**config.mk**
```make
export PLATFORM = sky130hd
export DESIGN_NAME = crc32_word_engine
export DESIGN_NICKNAME = d
export VERILOG_FILES = /design/src/crc32w_pkg.sv /design/src/crc32_word_engine.sv /design/src/crc32w_in_stage.sv /design/src/crc32w_crc_state.sv
export SDC_FILE = /design/constraint.sdc
export NUM_CORES = 1
export LEC_CHECK = 0
export BUFFER_PORTS_ARGS = -buffer_cell sky130_fd_sc_hd__buf_4
export CORE_MARGIN = 1.5
export CORE_UTILIZATION = 52
export DETAILED_ROUTE_END_ITERATION = 8
export PLACE_DENSITY_LB_ADDON = 0.1
export SLEW_MARGIN = 10
export SYNTH_ARGS = -nofsm -noshare
export SYNTH_HDL_FRONTEND = slang
export SYNTH_SLANG_ARGS = --single-unit
```
**constraint.sdc**
```tcl
create_clock -name clk_i -period 2.4 [get_ports clk_i]
set_input_delay 0.24 -clock clk_i [delete_from_list [all_inputs] [get_ports clk_i]]
set_output_delay 0.24 -clock clk_i [all_outputs]
set_load 0.01 [all_outputs]
```
**src/crc32w_pkg.sv**
```systemverilog
// Package for the word-serial CRC-32 engine: widths, polynomial, the 32-step
// XOR matrix built at elaboration, byte-keep mask and shared structs.
// No dependencies.
package crc32w_pkg;

  localparam int unsigned CrcWidth  = 32;
  localparam int unsigned CntWidth  = 3;
  localparam logic [CrcWidth-1:0] CrcPoly = 32'h04C11DB7;

  typedef logic [CrcWidth-1:0] crc_t;
  typedef logic [CrcWidth-1:0][CrcWidth-1:0] crc_mat_t;

  // Word request held in the input register.
  typedef struct packed {
    logic last;
    crc_t word;
  } word_req_t;

  // Step request from the pipeline to the CRC state.
  typedef struct packed {
    logic fire;
    logic last;
    crc_t word;
  } step_t;

  // Row i holds the set of state bits that XOR into bit i after 32 shifts.
  function automatic crc_mat_t crc_matrix();
    crc_mat_t m;
    crc_t     v;
    m = '0;
    for (int j = 0; j < CrcWidth; j++) begin
      v = crc_t'(1) << j;
      for (int k = 0; k < CrcWidth; k++) begin
        v = v[CrcWidth-1] ? ((v << 1) ^ CrcPoly) : (v << 1);
      end
      for (int i = 0; i < CrcWidth; i++) begin
        m[i][j] = v[i];
      end
    end
    return m;
  endfunction

  localparam crc_mat_t CrcMatrix = crc_matrix();

  // Four MSB-first byte steps equal 32 bit steps on (crc ^ word).
  function automatic crc_t crc_word_step(crc_t x);
    crc_t r;
    for (int i = 0; i < CrcWidth; i++) begin
      r[i] = ^(x & CrcMatrix[i]);
    end
    return r;
  endfunction

  function automatic crc_t keep_mask(logic [CntWidth-1:0] n);
    crc_t r;
    case (n)
      3'd0:    r = 32'h0000_0000;
      3'd1:    r = 32'h0000_00FF;
      3'd2:    r = 32'h0000_FFFF;
      3'd3:    r = 32'h00FF_FFFF;
      default: r = 32'hFFFF_FFFF;
    endcase
    return r;
  endfunction

endpackage

```
**src/crc32_word_engine.sv**
```systemverilog
// Top level of the word-serial CRC-32 engine (poly 0x04C11DB7, MSB first).
// Depends on crc32w_pkg, crc32w_in_stage and crc32w_crc_state.
//
// Usage:
//   s_axis carries message words: tdata holds data_word in bits 31..0 and
//   valid_bytes in bits 34..32 (upper bits unused); tlast marks the last word.
//   m_axis returns one result per word: tdata is the inverted running CRC,
//   tlast is set on the result that closes the message.
//   cfg_valid_i/cfg_data_i write the initial CRC value; the running register
//   reloads with its inverse at once. Write only while no word is in flight.
// Path: a request accepted into the input register is then taken into
//   the result register and shown on m_axis from there.
// Throughput: one word per cycle unless m_axis stalls; the four byte steps
//   are a single XOR matrix between the input register and result register.
// Reset: both stages empty, init value 0, CRC register all ones.
// Stall: while m_axis_tready is low the result holds, the input register
//   still fills once, then s_axis_tready drops until the result is taken.
module crc32_word_engine (
  input  logic                          clk_i,
  input  logic                          rst_ni,
  input  logic                          s_axis_tvalid,
  output logic                          s_axis_tready,
  input  logic [39:0]                   s_axis_tdata,  // data_word, valid_bytes
  input  logic                          s_axis_tlast,
  output logic                          m_axis_tvalid,
  input  logic                          m_axis_tready,
  output logic [31:0]                   m_axis_tdata,  // crc_value
  output logic                          m_axis_tlast,
  input  logic                          cfg_valid_i,
  output logic                          cfg_ready_o,
  input  logic [31:0]                   cfg_data_i
);

  localparam int unsigned W = crc32w_pkg::CrcWidth;
  localparam int unsigned C = crc32w_pkg::CntWidth;

  logic                  s1_valid;
  crc32w_pkg::word_req_t s1_req;
  logic                  s1_move;
  logic                  out_ready;
  logic                  cfg_fire;
  crc32w_pkg::step_t     step;
  crc32w_pkg::crc_t      crc_next;
  crc32w_pkg::crc_t      crc_state;

  logic                  out_valid_q, out_valid_d;
  crc32w_pkg::crc_t      out_crc_q, out_crc_d;
  logic                  out_last_q, out_last_d;

  assign cfg_ready_o = 1'b1;
  assign cfg_fire    = cfg_valid_i;

  assign out_ready = !out_valid_q || m_axis_tready;
  assign s1_move   = s1_valid && out_ready;

  crc32w_in_stage u_in_stage (
    .clk_i     (clk_i),
    .rst_ni    (rst_ni),
    .valid_i   (s_axis_tvalid),
    .word_i    (s_axis_tdata[W-1:0]),
    .bytes_i   (s_axis_tdata[W+C-1:W]),
    .last_i    (s_axis_tlast),
    .advance_i (s1_move),
    .ready_o   (s_axis_tready),
    .valid_o   (s1_valid),
    .req_o     (s1_req)
  );

  assign step.fire = s1_move;
  assign step.last = s1_req.last;
  assign step.word = s1_req.word;

  crc32w_crc_state u_crc_state (
    .clk_i       (clk_i),
    .rst_ni      (rst_ni),
    .cfg_fire_i  (cfg_fire),
    .cfg_data_i  (cfg_data_i),
    .step_i      (step),
    .crc_next_o  (crc_next),
    .crc_state_o (crc_state)
  );

  always_comb begin
    out_valid_d = out_valid_q;
    out_crc_d   = out_crc_q;
    out_last_d  = out_last_q;
    if (out_ready) begin
      out_valid_d = s1_valid;
    end
    if (s1_move) begin
      out_crc_d  = ~crc_next;
      out_last_d = s1_req.last;
    end
  end

  always_ff @(posedge clk_i or negedge rst_ni) begin
    if (!rst_ni) begin
      out_valid_q <= 1'b0;
    end else begin
      out_valid_q <= out_valid_d;
    end
  end

  always_ff @(posedge clk_i) begin
    out_crc_q  <= out_crc_d;
    out_last_q <= out_last_d;
  end

  assign m_axis_tvalid = out_valid_q;
  assign m_axis_tdata  = out_crc_q;
  assign m_axis_tlast  = out_last_q;

  a_move_fills_out: assert property (@(posedge clk_i) disable iff (!rst_ni)
    s1_move |=> m_axis_tvalid)
    else $error("word left input register but no result was shown");

  a_no_overwrite: assert property (@(posedge clk_i) disable iff (!rst_ni)
    (s_axis_tvalid && s_axis_tready && s1_valid) |-> s1_move)
    else $error("request accepted into a full input register");

  a_cfg_reload: assert property (@(posedge clk_i) disable iff (!rst_ni)
    cfg_fire |=> (crc_state == ~$past(cfg_data_i)))
    else $error("CRC register did not reload on init write");

  a_result_hold: assert property (@(posedge clk_i) disable iff (!rst_ni)
    (m_axis_tvalid && !m_axis_tready) |=>
      (m_axis_tvalid && $stable(m_axis_tdata) && $stable(m_axis_tlast)))
    else $error("result overwritten while stalled");

endmodule

```
**src/crc32w_in_stage.sv**
```systemverilog
// Input register of the CRC engine: takes a word request, masks the
// invalid upper bytes and holds it until the next stage takes it.
// Depends on crc32w_pkg.
module crc32w_in_stage (
  input  logic                                clk_i,
  input  logic                                rst_ni,
  input  logic                                valid_i,
  input  crc32w_pkg::crc_t                    word_i,
  input  logic [crc32w_pkg::CntWidth-1:0]     bytes_i,
  input  logic                                last_i,
  input  logic                                advance_i,
  output logic                                ready_o,
  output logic                                valid_o,
  output crc32w_pkg::word_req_t               req_o
);

  logic                  valid_q, valid_d;
  crc32w_pkg::word_req_t req_q, req_d;

  assign ready_o = !valid_q || advance_i;
  assign valid_d = ready_o ? valid_i : valid_q;

  always_comb begin
    req_d = req_q;
    if (valid_i && ready_o) begin
      req_d.word = word_i & crc32w_pkg::keep_mask(bytes_i);
      req_d.last = last_i;
    end
  end

  always_ff @(posedge clk_i or negedge rst_ni) begin
    if (!rst_ni) begin
      valid_q <= 1'b0;
    end else begin
      valid_q <= valid_d;
    end
  end

  always_ff @(posedge clk_i) begin
    req_q <= req_d;
  end

  assign valid_o = valid_q;
  assign req_o   = req_q;

endmodule

```
**src/crc32w_crc_state.sv**
```systemverilog
// Running CRC register and init value register of the CRC engine, with the
// one-word XOR-matrix update. Depends on crc32w_pkg.
module crc32w_crc_state (
  input  logic                   clk_i,
  input  logic                   rst_ni,
  input  logic                   cfg_fire_i,
  input  crc32w_pkg::crc_t       cfg_data_i,
  input  crc32w_pkg::step_t      step_i,
  output crc32w_pkg::crc_t       crc_next_o,
  output crc32w_pkg::crc_t       crc_state_o
);

  crc32w_pkg::crc_t init_q, init_d;
  crc32w_pkg::crc_t crc_q, crc_d;
  crc32w_pkg::crc_t crc_next;

  assign crc_next = crc32w_pkg::crc_word_step(crc_q ^ step_i.word);

  always_comb begin
    init_d = init_q;
    crc_d  = crc_q;
    if (cfg_fire_i) begin
      init_d = cfg_data_i;
      crc_d  = ~cfg_data_i;
    end else if (step_i.fire) begin
      crc_d = step_i.last ? ~init_q : crc_next;
    end
  end

  always_ff @(posedge clk_i or negedge rst_ni) begin
    if (!rst_ni) begin
      init_q <= '0;
      crc_q  <= '1;
    end else begin
      init_q <= init_d;
      crc_q  <= crc_d;
    end
  end

  assign crc_next_o  = crc_next;
  assign crc_state_o = crc_q;

endmodule
```
==> summary.txt, run 1 <==
STATUS
------------------------------------------------------------------------------------------------------
Status ..................................................................................    completed

DRT
------------------------------------------------------------------------------------------------------
Post-DR vias/cell .......................................................................         5.19
Total wire length .......................................................................     20300 um
Number of remaining DRC errors ..........................................................            0
Detailed Routing Iterations Pass 1 ......................................................            6
Number of vias in the routed layout .....................................................         5562
Detailed router's first-iteration violation count .......................................          365
Antenna-violating nets left .............................................................            0
Routed wirelength normalized by instance count ..........................................      18.9 um

CELLS AND AREA
------------------------------------------------------------------------------------------------------
Fraction of final layout cells sized beyond drive strength 1 ............................        32.2%
Final-stage net count ...................................................................          952
Post-layout utilization of the core .....................................................        69.3%
Post-synthesis to final-layout area growth ..............................................        29.9%
Post-Layout Inst Area ...................................................................   10100 um^2
Fillers .................................................................................         1073
Inserted Diodes .........................................................................            0

CLOCKING
------------------------------------------------------------------------------------------------------
Source-to-sink clock delay at the later pin of the worst-skew pair ......................      0.42 ns
CTS tree ................................................................................        built
CTS sink cnt ............................................................................          132
Number of buffers inserted during clock tree synthesis ..................................           17
Clk buf depth ...........................................................................            2
H-tree level count ......................................................................            4
Cell at the root of the clock tree ......................................................    clkbuf_16
Clock transition at the register clock pins on the worst setup and hold paths after CTS .      0.06 ns

SYNTHESIS
------------------------------------------------------------------------------------------------------
Distinct cell type count of the synthesized netlist .....................................           33
Top cells by area, synth ................................................................ edfxtp_1, xnor2_1, dfrtp_1
Warning count from the yosys run ........................................................            0
Post-synthesis sequential element count .................................................          132
Top cell type by total area after synthesis .............................................     edfxtp_1
Proportion of synthesized chip area in sequential cells .................................        47.2%
Cell area after technology mapping ......................................................    7770 um^2
Syn nets ................................................................................          766
Area share of the leading cell type in the synthesized netlist ..........................        25.5%
Mean instance size in the synthesized netlist ...........................................    11.3 um^2
Mapped Cells ............................................................................          688

CRITICAL PATH
------------------------------------------------------------------------------------------------------
First element of the critical path ...................................................... u_crc_state.crc_state_o[28]
Reg-to-reg setup timing slack ...........................................................      0.07 ns
Destination of the critical timing path ................................................. u_crc_state.crc_state_o[29]
Startpoint of the worst-slack reg-to-reg timing path .................................... u_crc_state.crc_state_o[28]
Worst flop-to-flop path endpoint ........................................................ u_crc_state.crc_state_o[29]
Element type at the critical path end ...................................................         flop
Number of cells on the worst reg-to-reg path ............................................            6
Crit path max fanout ....................................................................            4
Critical path class ..................................................................... flop to flop
Nature of the critical path startpoint ..................................................         flop
Largest stage delay on the critical path ................................................      0.57 ns
Crit-path most repeated cell ............................................................      xnor3_1
Worst-path cell chain ................................................................... xor2_4 -> xnor3_1 -> xnor3_1 -> xnor3_1 -> a211o_1 -> o21ai_2
Master of the slowest instance on the critical path .....................................      dfstp_2
Critical Path RT ........................................................................      2.76 ns
Critical Path AT ........................................................................      2.69 ns

TIMING
------------------------------------------------------------------------------------------------------
Setup clock skew after layout ...........................................................    0.0119 ns
Final Hold Violating Endpoints ..........................................................            0
Max-slew headroom at the worst pin ......................................................        39.4%
Fmax ....................................................................................      428 MHz
Worst slack on hold paths ...............................................................    0.0155 ns
Share of the clock period used by the worst path after layout ...........................        97.2%
Final worst path period need ............................................................      2.33 ns
Worst slew pin tran .....................................................................     0.908 ns
Setup repair after global routing missed its margin .....................................        false
Pins over their slew limit ..............................................................            0
Accumulated negative setup slack ........................................................         0 ns
Final setup violating endpoints .........................................................            0

FLOORPLANNING
------------------------------------------------------------------------------------------------------
Die width ...............................................................................       125 um
Core region area ........................................................................   14600 um^2
Die extent in y .........................................................................       125 um
Initial cell density of the core ........................................................        53.3%
Number of I/O pins ......................................................................          114
Number of rows created at floorplan .....................................................           44
Die Area ................................................................................   15700 um^2

PLACE
------------------------------------------------------------------------------------------------------
Cell area after placement ...............................................................    9370 um^2
Half-perimeter wire length of the detailed placement result .............................     15100 um
# port buffers ..........................................................................          107
Routability Congestion ..................................................................        0.913

MIN PATH
------------------------------------------------------------------------------------------------------
Depth of the worst hold-timing path .....................................................            2
HP Class ................................................................................ primary input to flop

GLOBAL ROUTING
------------------------------------------------------------------------------------------------------
Via count of the first global-routing pass ..............................................         5824
Pin count of the biggest net entering global routing ....................................           67
Total global routing track utilization ..................................................        26.9%
Residual overflow from global routing ...................................................            0
Initial antenna violation count .........................................................            0
First-pass GRT wire length ..............................................................     31600 um

FLOW RUN
------------------------------------------------------------------------------------------------------
Reported max-cap violation count ........................................................            0

==> worst min path at each step <==
stage,start,end,slack [ns]
floorplan,rst_ni,m_axis_tvalid,-0.06
global placement,cfg_data_i[29],u_crc_state.crc_state_o[29],0.38
detailed placement,cfg_data_i[29],u_crc_state.crc_state_o[29],0.39
CTS,s_axis_tvalid,u_in_stage.valid_o,0.006
global route,s_axis_tvalid,u_in_stage.valid_o,0.02
finish,s_axis_tvalid,u_in_stage.valid_o,0.02
==> critical path, delay by kind of cell, from the launching register on <==
family	cells	cell delay, ns
AO/OA/AOI/OAI	2	0.34
XOR/XNOR	4	1.36
flip-flops	1	0.57
==> registers in the layout, indices dropped and copies added, names as in the netlist <==
signal / flops
m_axis_tdata: 32
m_axis_tlast: 1
m_axis_tvalid: 1
u_crc_state.crc_state_o: 32
u_crc_state.init_q: 32
u_in_stage.req_o: 33
u_in_stage.valid_o: 1
==> metal layers <==
metal,GRT usage (%),part of all wire [%],up-vias
met1,35.1,44,2707
met4,8.96,1.8,0
li1,-,-,2654
met2,45.8,50,177
met3,4.71,4.6,24
met5,0,0,-
==> kinds of logic (layout without fill, tap and decap cells) <==
group / Yosys count / in the layout / synth area share, %
AOI/OAI and AO/OA: 138 / 138 / 9.35
and+or+nand+nor: 118 / 118 / 7.00
DFF: 132 / 132 / 47.2
xor gates and xnor gates: 238 / 238 / 33.2
muxes: 2 / 2 / 0.290
other: 1 / 1 / 0.0482
buffers and inverters: 59 / 258 / 2.90
==> cell type report <==
| cell class | instances | area (um^2) | share of cell area [%] |
|---|---|---|---|
| Multi-Input combinational cell | 497 | 3960 | 39.2 |
| Clock inverter | 12 | 179 | 1.77 |
| Inverter | 33 | 124 | 1.23 |
| Clock buffer | 20 | 447 | 4.42 |
| Tap cell | 184 | 230 | 2.28 |
| Sequential cell | 132 | 3670 | 36.4 |
| Timing Repair Buffer | 193 | 1490 | 14.8 |
==> synth_stat cells <==
library cell	instances
a211o_1	1
a211oi_1	1
a21oi_1	33
a31oi_1	19
and2_1	9
buf_1	3
buf_4	1
clkbuf_1	22
clkinv_1	1
conb_1	1
dfrtp_1	34
dfstp_2	32
edfxtp_1	66
inv_1	32
mux2_2	2
nand2_1	33
nand2b_1	5
nand3b_1	1
nor2_1	44
nor2b_1	24
nor3_1	2
o211ai_1	1
o21ai_0	80
o21ai_1	2
o21ai_2	1
xnor2_1	163
xnor2_2	14
xnor2_4	2
xnor3_1	22
xor2_1	33
xor2_2	2
xor2_4	1
xor3_1	1
==> through the flow <==
stage                     worst slack (ns)  cells
after floorplan                      0.172    688
after global placement              0.0288   1035
after detailed placement          -0.00594   1035
after CTS                           0.0161   1070
after global routing              0.000527   1071
final                               0.0662   1071
==> placed cells by master (no fill, tap or decap), types with 3 or more instances in the layout <==
cell type,n
inv_1,32
a21oi_1,33
nor2b_1,24
xnor2_1,154
nand2b_1,5
o21ai_0,80
dlygate4sd3_1,3
clkinvlp_4,3
a31oi_1,19
bufinv_16,4
and2_1,9
xor2_1,32
dfstp_2,32
xor2_2,3
edfxtp_1,66
xnor3_1,22
nand2_1,33
nor2_1,44
buf_4,187
dfrtp_1,34
clkbuf_16,17
buf_12,3
xnor2_2,23
==> timing repair <==
item / 4_1_cts / 5_1_grt
buffers inserted: 0 / 1
endpoints found under the hold margin: 36 / 0
cloned: 0 / 0
hold buffers: 3 / 0
resized for setup: 1 / 9
endpoints found under the setup margin: 1 / 19
Power of run 1 is left out: the tool's default activity adds up to more than one toggle a clock period on the data nets, which glitch-free logic cannot reach.
==> run 2, diff against run 1 <==
Settings changed: REMOVE_ABC_BUFFERS set to 1.
==> run 2 against run 1 <==
Effect of this change: sequential share of layout area is 0.46 points lower; utilization is 0.88 points higher; largest cell class unchanged; clock skew is 0.0027 ns lower; routed wire length is 5.0% higher; sequential cell count stayed put.
==> summary.txt, run 2 (synthesized netlist as in run 1, its figures left out) <==
TIMING
------------------------------------------------------------------------------------------------------
Accumulated negative setup slack ........................................................         0 ns
Max-slew headroom at the worst pin ......................................................        38.4%
Pins over their slew limit ..............................................................            0
Setup clock skew after layout ...........................................................   0.00921 ns
Final setup violating endpoints .........................................................            0
Setup repair after global routing missed its margin .....................................        false
Final worst path period need ............................................................      2.30 ns
Share of the clock period used by the worst path after layout ...........................        95.8%
Final Hold Violating Endpoints ..........................................................            0
Fmax ....................................................................................      435 MHz
Worst slew pin tran .....................................................................     0.924 ns

CRITICAL PATH
------------------------------------------------------------------------------------------------------
Critical Path RT ........................................................................      2.74 ns
Nature of the critical path startpoint ..................................................         flop
Critical path class ..................................................................... flop to flop
Element type at the critical path end ...................................................         flop
Critical Path AT ........................................................................      2.64 ns
Crit path max fanout ....................................................................            5

DRT
------------------------------------------------------------------------------------------------------
Number of vias in the routed layout .....................................................         5707
Wire length on met3 .....................................................................      1120 um
Routed wirelength normalized by instance count ..........................................      19.5 um
Detailed Routing Iterations Pass 1 ......................................................            5
Number of remaining DRC errors ..........................................................            0
Detailed router's first-iteration violation count .......................................          357
Post-DR vias/cell .......................................................................         5.24
Metal-1 WL ..............................................................................      9370 um
Total wire length .......................................................................     21300 um
Met2 wirelength from detailed routing ...................................................     10500 um
Antenna-violating nets left .............................................................            0
Top layer in use ........................................................................         met4

CELLS AND AREA
------------------------------------------------------------------------------------------------------
Most common cell after layout, fill and taps aside ......................................        buf_4
Post-synthesis to final-layout area growth ..............................................        31.6%
Fraction of final layout cells sized beyond drive strength 1 ............................        33.2%
Final-stage net count ...................................................................          971
Fillers .................................................................................         1069
Max reg flops ...........................................................................           33
Inserted Diodes .........................................................................            0
Most used cells in the layout excluding fill and tap cells .............................. buf_4, xnor2_1, o21ai_0

CLOCKING
------------------------------------------------------------------------------------------------------
CTS tree ................................................................................        built
Source-to-sink clock delay at the later pin of the worst-skew pair ......................      0.43 ns
H-tree level count ......................................................................            4
Cell at the root of the clock tree ......................................................    clkbuf_16
Clock transition at the register clock pins on the worst setup and hold paths after CTS .      0.06 ns
CTS sink cnt ............................................................................          132
Clk buf depth ...........................................................................            2
Post-CTS Repair Setup Buffers ...........................................................            0
Number of buffers inserted during clock tree synthesis ..................................           17

FLOORPLANNING
------------------------------------------------------------------------------------------------------
Die extent in y .........................................................................       125 um
Core region area ........................................................................   14600 um^2
Die Area ................................................................................   15700 um^2
Number of rows created at floorplan .....................................................           44
Die width ...............................................................................       125 um
Number of I/O pins ......................................................................          114
Initial cell density of the core ........................................................        53.3%

PLACE
------------------------------------------------------------------------------------------------------
# port buffers ..........................................................................          107
Half-perimeter wire length of the detailed placement result .............................     15500 um
Routability Congestion ..................................................................        0.924

MIN PATH
------------------------------------------------------------------------------------------------------
HP Class ................................................................................ primary input to flop

STATUS
------------------------------------------------------------------------------------------------------
Status ..................................................................................    completed

GLOBAL ROUTING
------------------------------------------------------------------------------------------------------
Residual overflow from global routing ...................................................            0
Pin count of the biggest net entering global routing ....................................           84
Initial antenna violation count .........................................................            1
Via count of the first global-routing pass ..............................................         6001
First-pass GRT wire length ..............................................................     33700 um
Total global routing track utilization ..................................................        28.7%

FLOW RUN
------------------------------------------------------------------------------------------------------
Reported max-cap violation count ........................................................            0

run 2: final timing paths:
check                      slack, ns                        start  cells past startpoint                          end
max                             0.10  u_crc_state.crc_state_o[19]                      7  u_crc_state.crc_state_o[13]
min                             0.04               cfg_data_i[25]                      3       u_crc_state.init_q[25]
max reg2reg                     0.10  u_crc_state.crc_state_o[19]                      7  u_crc_state.crc_state_o[13]
min reg2reg                     0.51           u_in_stage.valid_o                      1                m_axis_tvalid
max in group asynchronous       1.30                       rst_ni                      2       u_crc_state.init_q[23]
min in group asynchronous       0.50                       rst_ni                      2        u_crc_state.init_q[8]
run 2: cell type report:
class | instances | area [um^2] | area share (%)
tap | 184 | 230 | 2.25
timing repair buffer | 212 | 1630 | 15.9
clock inverter | 9 | 140 | 1.37
sequential | 132 | 3670 | 35.9
multi-input combinational | 497 | 3930 | 38.4
clock buffer | 23 | 510 | 4.99
inverter | 33 | 124 | 1.21
run 2: metal layers:
layer / vias to the layer above / GRT usage (%)
met5: - / 0
li1: 2701 / -
met1: 2783 / 38.9
met4: 0 / 8.96
met3: 23 / 4.58
met2: 200 / 47.6
run 2: stage by stage:
stage	hold slack [ns]	instance area [um^2]	setup WS (ns)	utilization [%]	cells
final	0.0380	10200	0.100	70.1	1090
after global routing	0.0344	10200	0.00118	70.1	1090
after CTS	0.0226	10200	0.0172	69.9	1090
after detailed placement	0.383	9500	-0.0347	65.1	1054
after global placement	0.379	9500	-0.0360	65.1	1054
after floorplan	-0.0556	7670	-0.629	-	662
run 2: timing repair:
item	in CTS	in global routing
setup endpoints to repair	4	13
resized for setup	2	6
hold buffers	4	0
hold endpoints to repair	37	0
run 2: critical path, cell delays in order, from the launching register on:
cell and delay [ns]:
dfstp_2 0.55, xnor2_2 0.06, buf_4 0.18, xnor2_1 0.42, xnor2_1 0.25, xnor3_1 0.39
xor2_1 0.24, o21ai_0 0.13
Power of run 2 is left out for the same reason.
==> run 3, diff against run 2 <==
Clock period 2.4 ns to 2 ns, I/O delays scaled along.
==> run 3 against run 2 <==
Effect of this change: the run now ends with setup timing left; cell area up 31%; non-clock buffer count up 108; fmax down 1.4%; setup slack worse by 0.43 ns; clock skew up 0.0055 ns; via count up 23%; cell count up 9.9%; count of clock-buffer cells in the layout down 5; worst hold slack worse by 0.034 ns; global-route usage up 5.3 points.
==> summary.txt, run 3 (synthesized netlist as in run 1, its figures left out) <==
FLOW RUN
------------------------------------------------------------------------------------------------------
Reported max-cap violation count ........................................................            0

FLOORPLANNING
------------------------------------------------------------------------------------------------------
Number of I/O pins ......................................................................          114
Die width ...............................................................................       125 um
Initial cell density of the core ........................................................        53.3%
Die extent in y .........................................................................       125 um
Die Area ................................................................................   15700 um^2
Core region area ........................................................................   14600 um^2
Number of rows created at floorplan .....................................................           44

CLOCKING
------------------------------------------------------------------------------------------------------
H-tree level count ......................................................................            4
CTS sink cnt ............................................................................          132
Number of buffers inserted during clock tree synthesis ..................................           17
Clock transition at the register clock pins on the worst setup and hold paths after CTS .      0.07 ns
CTS tree ................................................................................        built
Cell at the root of the clock tree ......................................................    clkbuf_16
Clk buf depth ...........................................................................            2
Source-to-sink clock delay at the later pin of the worst-skew pair ......................      0.44 ns

TIMING
------------------------------------------------------------------------------------------------------
Fmax ....................................................................................      429 MHz
Worst slew pin tran .....................................................................     0.963 ns
Final setup violating endpoints .........................................................           64
Minimum setup slack in the final design .................................................    -0.332 ns
Share of the clock period used by the worst path after layout ...........................         117%
Max-slew headroom at the worst pin ......................................................        35.8%
Setup repair after global routing missed its margin .....................................         true
Pins over their slew limit ..............................................................            0
Setup clock skew after layout ...........................................................    0.0147 ns
Final Hold Violating Endpoints ..........................................................            0
Final worst path period need ............................................................      2.33 ns

CELLS AND AREA
------------------------------------------------------------------------------------------------------
Max reg flops ...........................................................................           33
Combined flip-flop and latch cell area ..................................................    3670 um^2
Inserted Diodes .........................................................................            0
Post-layout utilization of the core .....................................................        91.8%
Post-synthesis to final-layout area growth ..............................................        72.3%
Fraction of final layout cells sized beyond drive strength 1 ............................        55.9%
Final-stage net count ...................................................................         1079
Most common cell after layout, fill and taps aside ......................................        buf_4
Footprint of the multi-input gates ......................................................    5950 um^2
Most used cells in the layout excluding fill and tap cells .............................. buf_4, xnor2_2, o21ai_0
Fillers .................................................................................          473

CRITICAL PATH
------------------------------------------------------------------------------------------------------
Element type at the critical path end ...................................................         flop
Largest stage delay on the critical path ................................................      0.60 ns
Critical Path AT ........................................................................      2.51 ns
Reg-to-reg setup timing slack ...........................................................     -0.33 ns
Number of cells on the worst reg-to-reg path ............................................            6
Master of the slowest instance on the critical path .....................................      dfstp_2
Worst-path cell chain ................................................................... xnor2_4 -> buf_12 -> xor3_2 -> xnor2_2 -> xnor3_1 -> xor2_2
Critical Path RT ........................................................................      2.17 ns
Critical path buffers and inverters .....................................................            1
Startpoint of the worst-slack reg-to-reg timing path .................................... u_crc_state.crc_state_o[25]
Worst flop-to-flop path endpoint ........................................................ m_axis_tdata[13]
Crit path max fanout ....................................................................            4
Cell type group with the largest total delay on the critical path ....................... XOR/XNOR gates
Critical path class ..................................................................... flop to flop
Nature of the critical path startpoint ..................................................         flop

DRT
------------------------------------------------------------------------------------------------------
Post-DR vias/cell .......................................................................         5.87
Detailed Routing Iterations Pass 1 ......................................................            5
Detailed router's first-iteration violation count .......................................          659
Number of remaining DRC errors ..........................................................            0
Routed wirelength normalized by instance count ..........................................      27.1 um
Antenna-violating nets left .............................................................            0
Number of vias in the routed layout .....................................................         7033
Total wire length .......................................................................     32400 um

MIN PATH
------------------------------------------------------------------------------------------------------
WHS Endpoint ............................................................................ u_crc_state.init_q[14]
HP Class ................................................................................ primary input to flop
Depth of the worst hold-timing path .....................................................            3
Critical hold path startpoint ........................................................... cfg_data_i[14]

GLOBAL ROUTING
------------------------------------------------------------------------------------------------------
Via count of the first global-routing pass ..............................................         6791
Initial antenna violation count .........................................................            0
Pin count of the biggest net entering global routing ....................................           79
Residual overflow from global routing ...................................................            0
Total global routing track utilization ..................................................        33.9%
First-pass GRT wire length ..............................................................     39200 um

STATUS
------------------------------------------------------------------------------------------------------
Status .................................................................................. finished, violations left
Violations in the final reports ......................................................... setup timing

PLACE
------------------------------------------------------------------------------------------------------
# port buffers ..........................................................................          107
Half-perimeter wire length of the detailed placement result .............................     16600 um
Routability Congestion ..................................................................        0.957

[run 3: cell count changes in the layout (fill, tap and decap cells not counted), moves of 9 or more]
| cell | before | now |
|---|---|---|
| a21oi_1 | 33 | 24 |
| buf_12 | 2 | 17 |
| buf_4 | 206 | 234 |
| buf_6 | 0 | 60 |
| o21ai_0 | 79 | 70 |
| xnor2_1 | 157 | 39 |
| xnor2_2 | 20 | 72 |
| xnor2_4 | 2 | 68 |
| xor2_1 | 33 | 7 |
| xor2_2 | 2 | 16 |
| xor2_4 | 1 | 13 |
[run 3: area by class of cell]
type | count | share of cell area [%]
Tap cell | 184 | 1.72
Clock buffer | 18 | 3.20
Inverter | 33 | 0.925
Timing Repair Buffer | 320 | 21.4
Multi-Input combinational cell | 497 | 44.4
Sequential cell | 132 | 27.4
Clock inverter | 14 | 0.859
[run 3: metal layers]
| layer | share of wire, % | wire length (um) | global-route usage, % | vias to the layer above |
|---|---|---|---|---|
| met2 | 50 | 16300 | 57.5 | 537 |
| li1 | - | - | - | 2893 |
| met5 | 0 | 0 | 0 | - |
| met4 | 5.7 | 1840 | 13.1 | 0 |
| met3 | 8.7 | 2820 | 7.87 | 137 |
| met1 | 35 | 11400 | 42.5 | 3466 |
[run 3: worst max-delay path by stage]
stage,startpoint,endpoint,depth (start not counted)
6_report,u_crc_state.crc_state_o[25],m_axis_tdata[13],6
5_1_grt,u_crc_state.crc_state_o[25],m_axis_tdata[13],6
3_3_place_gp,u_in_stage.req_o[25],m_axis_tdata[6],5
4_1_cts,u_crc_state.crc_state_o[16],m_axis_tdata[0],8
2_1_floorplan,m_axis_tvalid,u_crc_state.crc_state_o[10],6
3_5_place_dp,u_in_stage.req_o[25],u_crc_state.crc_state_o[28],6
[run 3: worst reg2reg max path, cell delays in order, from the launching register on]
cell and delay [ns]:
dfstp_2 0.60, xnor2_4 0.18, buf_12 0.19, xor3_2 0.39, xnor2_2 0.23, xnor3_1 0.30, xor2_2 0.18
[run 3: per-stage QoR]
step	setup TNS (ns)	setup slack [ns]	hold WS [ns]	cell area (um^2)	std cells
5_1_grt	-14.27	-0.355	0.00488	13400	1198
3_5_place_dp	-13.44	-0.464	0.354	9940	1107
6_report	-11.80	-0.332	0.00373	13400	1198
4_1_cts	-5.08	-0.182	0.00000994	12200	1169
3_3_place_gp	-13.23	-0.448	0.337	9940	1107
2_1_floorplan	-64.31	-1.03	-0.0956	7670	662
[run 3: timing repair]
action                                  in CTS  in global routing
endpoints found under the setup margin      64                 64
pin swaps                                   73                 72
hold buffers                                 7                  0
gates resized for setup                    199                137
buffers inserted                            38                 39
hold endpoints to repair                    40                  0
Power of run 3 is left out for the same reason.
